--- src/rtl/a64d_pkg.sv ---
// Package for the AArch64 subset decoder: class table, field codes, result struct.
// No dependencies.
package a64d_pkg;
    localparam int NumClasses = 46;
    localparam int MAX_BYTES = 1048576;
    localparam logic [5:0] KIND_UNKNOWN = 6'd46;
    localparam logic [17:0] TALLY_MAX = 18'h3ffff;

    localparam logic [1:0] VAR_PLAIN = 2'd0;
    localparam logic [1:0] VAR_WEXT = 2'd1;
    localparam logic [1:0] VAR_SHR = 2'd2;
    localparam logic [1:0] VAR_WB = 2'd3;

    localparam logic [31:0] CLASS_MASK [NumClasses] = '{
        32'hffffffff, 32'hffffffff, 32'hfc000000, 32'hfc000000, 32'hff000000,
        32'hffc003e0, 32'hffc003e0, 32'hfff00000, 32'hfff00000, 32'hff800000,
        32'hff800000, 32'hffc0001f, 32'hffc0001f, 32'hffc0001f, 32'hffc0001f,
        32'hff000000, 32'hff400000, 32'hff400000, 32'hff000000, 32'hff000000,
        32'hff000000, 32'hff400000, 32'hff400000, 32'hff000000, 32'hff000000,
        32'hff000000, 32'hff800000, 32'hff000000, 32'hff000000, 32'hff000000,
        32'hff800000, 32'hff000000, 32'hffc02000, 32'hffc00000, 32'hff800000,
        32'hff800000, 32'hff400400, 32'hff400400, 32'hff400000, 32'hff400000,
        32'hff400000, 32'hff400000, 32'hff400000, 32'hff400000, 32'hff400000,
        32'hff400000
    };

    localparam logic [31:0] CLASS_PATTERN [NumClasses] = '{
        32'hd503201f, 32'hd65f03c0, 32'h14000000, 32'h94000000, 32'h54000000,
        32'haa0003e0, 32'h2a0003e0, 32'hd2800000, 32'h52800000, 32'hf2800000,
        32'h72800000, 32'heb00001f, 32'h6b00001f, 32'hf100001f, 32'h7100001f,
        32'h8b000000, 32'h91000000, 32'h91400000, 32'h11000000, 32'hcb000000,
        32'h4b000000, 32'hd1000000, 32'hd1400000, 32'h51000000, 32'h8a000000,
        32'h0a000000, 32'h92000000, 32'h12000000, 32'haa000000, 32'h2a000000,
        32'hb2000000, 32'h32000000, 32'h9ac02000, 32'hd3400000, 32'h58000000,
        32'h18000000, 32'hb8000400, 32'hb8400400, 32'hb9000000, 32'hb9400000,
        32'hf8000000, 32'hf8400000, 32'hf9000000, 32'hf9400000, 32'ha9000000,
        32'ha9400000
    };

    typedef struct packed {
        logic [5:0]  kind;
        logic [4:0]  dest_reg;
        logic [4:0]  first_src;
        logic [4:0]  second_src;
        logic [63:0] imm_value;
        logic [5:0]  shift_amount;
        logic [5:0]  bit_high;
        logic [14:0] mem_offset;
        logic [28:0] target_address;
        logic [4:0]  condition;
        logic [1:0]  variant;
    } t_dec;
endpackage

--- src/rtl/a64d_tally.sv ---
// Unknown-word tally: 256x18 memory, read-modify-write with forwarding.
// Clearing pass after reset. Depends on a64d_pkg.
module a64d_tally
    import a64d_pkg::*;
(
    input  logic        i_clk,
    input  logic        i_rst_n,
    input  logic        i_rd_en,
    input  logic [7:0]  i_rd_idx,
    input  logic        i_upd,
    output logic [17:0] o_tally,
    output logic        o_busy
);
    logic [17:0] r_mem [256];
    logic [17:0] r_rd_data;
    logic [7:0]  r_idx;
    logic        r_upd;
    logic [17:0] r_fwd;
    logic [7:0]  r_fwd_idx;
    logic        r_fwd_vld;
    logic [8:0]  r_clr;
    logic [17:0] cur;
    logic [17:0] n_val;

    assign o_busy = !r_clr[8];
    assign cur = (r_fwd_vld && r_fwd_idx == r_idx) ? r_fwd : r_rd_data;
    assign n_val = (cur == TALLY_MAX) ? cur : cur + 18'd1;
    assign o_tally = n_val;

    always_ff @(posedge i_clk) begin
        if (!r_clr[8]) begin
            r_mem[r_clr[7:0]] <= '0;
        end else if (r_upd && i_upd) begin
            r_mem[r_idx] <= n_val;
        end
        if (i_rd_en) begin
            r_rd_data <= r_mem[i_rd_idx];
        end
    end

    always_ff @(posedge i_clk) begin
        if (!i_rst_n) begin
            r_clr <= '0;
            r_upd <= 1'b0;
            r_fwd_vld <= 1'b0;
        end else begin
            if (!r_clr[8]) begin
                r_clr <= r_clr + 9'd1;
            end
            if (r_upd && i_upd) begin
                r_fwd <= n_val;
                r_fwd_idx <= r_idx;
                r_fwd_vld <= 1'b1;
            end
            if (i_rd_en) begin
                r_upd <= 1'b1;
                r_idx <= i_rd_idx;
            end else if (i_upd) begin
                r_upd <= 1'b0;
            end
        end
    end

    assert property (@(posedge i_clk) disable iff (!i_rst_n)
        (r_upd && i_upd) |=> r_fwd_vld)
        else $error("forward not loaded");
    assert property (@(posedge i_clk) disable iff (!i_rst_n)
        o_busy |-> !i_rd_en)
        else $error("read during clear");
    assert property (@(posedge i_clk) disable iff (!i_rst_n)
        r_upd |-> (o_tally != 18'd0))
        else $error("tally zero after update");
endmodule

--- config.mk ---
export PLATFORM = sky130hd
export DESIGN_NAME = a64d_tally
export DESIGN_NICKNAME = d
export VERILOG_FILES = /design/src/rtl/a64d_pkg.sv /design/src/rtl/a64d_tally.sv
export SDC_FILE = /design/constraint.sdc
export NUM_CORES = 2
export LEC_CHECK = 0
export BUFFER_PORTS_ARGS = -buffer_cell sky130_fd_sc_hd__buf_2
export CORE_ASPECT_RATIO = 1.2
export CORE_MARGIN = 3
export CORE_UTILIZATION = 50
export DETAILED_ROUTE_END_ITERATION = 16
export GPL_ROUTABILITY_DRIVEN = 0
export PLACE_DENSITY = 0.69
export SLEW_MARGIN = 15
export SYNTH_ARGS = -nofsm -noshare
export SYNTH_HDL_FRONTEND = slang
export SYNTH_MEMORY_MAX_BITS = 65536
export SYNTH_SLANG_ARGS = --single-unit
--- constraint.sdc ---
create_clock -name i_clk -period 39.5 [get_ports i_clk]
set_input_delay 0 -clock i_clk [delete_from_list [all_inputs] [get_ports i_clk]]
set_output_delay 0 -clock i_clk [all_outputs]
set_load 0.005 [all_outputs]
==> results.json <==
{
  "worstReg2RegEnd": "r_mem[103][9]",
  "cts_root_buf": "clkbuf_16",
  "setup_viol": 0,
  "reg2reg_depth": 9,
  "dr.pass1.iters": 8,
  "yosysTopAreaCellShare": 0.789,
  "slew_viol_final": 0,
  "syn_area_um2": 177000,
  "finalPower_mw": 9.94,
  "period_needed_ns": 6.04,
  "synth_nets": 7830,
  "ys.flop_type": "edfxtp_1",
  "avgRoutedWirePerCell_um": 33.5,
  "fmax_mhz": 165,
  "cts_buffer_depth": 4,
  "totalWireLength_um": 445000,
  "ioPinCount": 31,
  "drc": 0,
  "grt_use_met3": 0.0454,
  "grt_setup_unrepaired": "no",
  "nFillCells": 25000,
  "clockPowerShare": 0.425,
  "worst-path-stages": 12,
  "drt_iter0_markers": 11400,
  "postSynthAreaPerCell_um2": 22.7,
  "crit_path_end": "r_rd_data[14]",
  "max_stage_delay_ns": 0.78,
  "period_share": 0.153,
  "seq_area_um2": 140000,
  "worst_pin_slew_ns": 1.25,
  "min_from": "i_rd_idx[4]",
  "cp_data_required_time_ns": 40.23,
  "synth_top_cell_by_area": "edfxtp_1",
  "cts.htree.levels": 5,
  "hold_slack_ns": 0.0429,
  "worstSetupEndpointType": "register",
  "finalHoldViolCount": 0,
  "p_leak_nw": 64.2,
  "crit_top_cell": "buf_4",
  "startpoint": "i_rd_idx[0]",
  "ys_top_cells_by_area": "edfxtp_1 79%, mux4_2 15%, a22oi_1 2.4%",
  "die_x_um": 550,
  "worstSetupStartpointType": "input pin",
  "grt_util_met1": 0.334,
  "maxCapViolCount": 0,
  "seq_area_frac_synth": 0.790,
  "insertion_delay_ns": 0.98,
  "p_int_mw": 7.92,
  "path_max_fanout": 93,
  "post_cts_buffers": 0,
  "combPwrFrac": 0.033,
  "antenna_found_initial": 19,
  "relSlewSlack": 0.162,
  "tns_ns": 0,
  "multi_input_comb_area_um2": 36100,
  "grt_pass1_vias": 86700,
  "hold_path.class": "in -> reg",
  "dieHeight_um": 659,
  "clk_pin_slew_ns": 0.07,
  "vdd_drop_max_mv": 0.0383,
  "use_met2": 0.392,
  "final_common_cell": "edfxtp_1",
  "clock-skew-final_ns": 0.0662,
  "start_util": 0.502,
  "arrival_ns": 6.77,
  "dieArea_um2": 362000,
  "switching_share": 0.203,
  "postRouteAntennaNets": 0,
  "netlist_instances": 7817,
  "coreArea_um2": 353000,
  "cts_inserted_buffers": 430,
  "crit_chain": "buf_12 -> buf_4 -> buf_12 -> buf_4 -> buf_4 -> buf_4 -> mux4_2 -> a22oi_1 -> a21oi_1 -> nor4_1 -> o22ai_1 -> or2_1",
  "avgViaCountPerCell": 6.49,
  "final_nets": 8231,
  "port_buffers": 30,
  "synth_edf_count": 4660,
  "busiest_layer": "met2",
  "timing.rr.start": "r_rd_data[11]",
  "rows": 239,
  "synth_seq_cells": 4671,
  "crit_family": "buffers and inverters",
  "cts_tree": "built",
  "p_per_area_nw_per_um2": 49.7,
  "status": "finished, final reports clean",
  "cts_num_sinks": 4671,
  "final_cell_mix": "4,660 x edfxtp_1, 1,152 x mux4_2, 576 x a22oi_1",
  "grt_max_degree": 193,
  "place_ws_ns": 32.19,
  "grt_overflow_total": 0,
  "num_vias": 86300,
  "yosys_warnings": 0,
  "track_usage": 0.245,
  "pwr-share-seq": 0.542,
  "critPathBufInv": 6,
  "reg2reg_slack_ns": 34.27,
  "layout-drive-gt1-share": 0.288,
  "async_flop_share": 0,
  "ys_types": 48,
  "crit_type": "in -> reg",
  "grt_pass1_wl_um": 640000,
  "p_sw_mw": 2.02,
  "dpl.hpwl_um": 255000,
  "fin_ws_ns": 33.46,
  "crit_slowest_cell": "nor4_1",
  "area_growth_pct": 12.7
}
-- sequential cells by signal, summed over array words and instances (netlist names) --
signal	count
r_clr	9
r_rd_data	18
r_upd	1
r_mem	4608
r_fwd_idx	8
r_fwd	18
r_idx	8
r_fwd_vld	1
-- worst register-to-register path, cell delays in order (launching register included) --
cell and delay, ns:
edfxtp_1 0.57, nand3_1 0.24, nor4_1 0.55, buf_4 0.25, nand3b_1 0.13, xor2_1 0.07
mux2i_1 0.68, and2_4 0.66, buf_4 0.71, buf_4 0.93
-- power by group through the flow --
stage | registers, mW | clock network (mW) | logic (mW)
2_1_floorplan | 5.49 | 0 | 0.201
3_3_place_gp | 5.49 | 0 | 0.325
3_5_place_dp | 5.49 | 0 | 0.325
4_1_cts | 5.38 | 4.28 | 0.328
5_1_grt | 5.38 | 4.47 | 0.342
6_report | 5.39 | 4.23 | 0.329
-- what timing repair did --
action	CTS	global route
endpoints found under the hold margin	69	0
hold buffers	13	0
gates resized for setup	0	0
-- Yosys cell counts (5+ instances only) --
library cell and count:
nor2_1 269, clkbuf_1 287, buf_4 22, a211oi_1 5, buf_2 102, xnor2_1 19, xor2_1 12, nor3_1 6
nand2b_1 5, or3_1 7, a21boi_0 7, dfxtp_1 11, inv_1 7, nand3b_1 14, nand2_1 64, nor4_1 74
a22oi_1 576, edfxtp_1 4660, buf_1 38, buf_6 15, and2_1 21, a21oi_1 301, mux4_2 1152, nor2b_1 6
mux2i_1 13, o22ai_1 38, o21ai_0 6, nand4_1 8, or2_1 18, nand3_1 20
-- metal layers --
| layer | vias up | routed length [um] |
|---|---|---|
| met5 | - | 27 |
| met4 | 4 | 21000 |
| met3 | 790 | 42100 |
| met2 | 4850 | 218000 |
| met1 | 46300 | 163000 |
| li1 | 34300 | - |
-- worst min-delay path by stage --
stage | end | slack, ns | cells past startpoint
final | r_idx[4] | 0.04 | 2
after global routing | r_idx[2] | 0.009 | 2
after CTS | r_idx[2] | 0.002 | 2
after detailed placement | r_idx[3] | 0.33 | 1
after global placement | r_idx[3] | 0.32 | 1
after floorplan | r_idx[0] | 0.1 | 0
-- logic make-up (layout without fill, tap and decap cells) --
| family | after synthesis | after routing | share of synthesized area |
|---|---|---|---|
| AO/OA/AOI/OAI | 950 | 950 | 0.0357 |
| multiplexers | 1165 | 1165 | 0.147 |
| other | 0 | 12 | 0 |
| adder cells (fa/ha/maj) | 1 | 1 | 0.0000705 |
| XOR/XNOR | 31 | 31 | 0.00153 |
| AND/OR/NAND/NOR | 528 | 528 | 0.0140 |
| buffers and inverters | 471 | 1234 | 0.0118 |
| flip-flops | 4671 | 4671 | 0.790 |
-- stage by stage --
step           instances  utilization  instance area, um2
2_1_floorplan       7817            -              177000
3_3_place_gp       12500        0.525              185000
3_5_place_dp       12500        0.525              185000
4_1_cts            13300        0.566              200000
5_1_grt            13300        0.566              200000
6_report           13300        0.566              200000
-- final cells by class --
type                       instances  area share
sequential                      4671       0.701
tap                             4699      0.0294
multi-input combinational       2675       0.181
clock buffer                     523      0.0565
timing repair buffer             433      0.0172
inverter                           7    0.000131
clock inverter                   271      0.0150
antenna                           12    0.000150
Power figures use the tool's default switching activity.
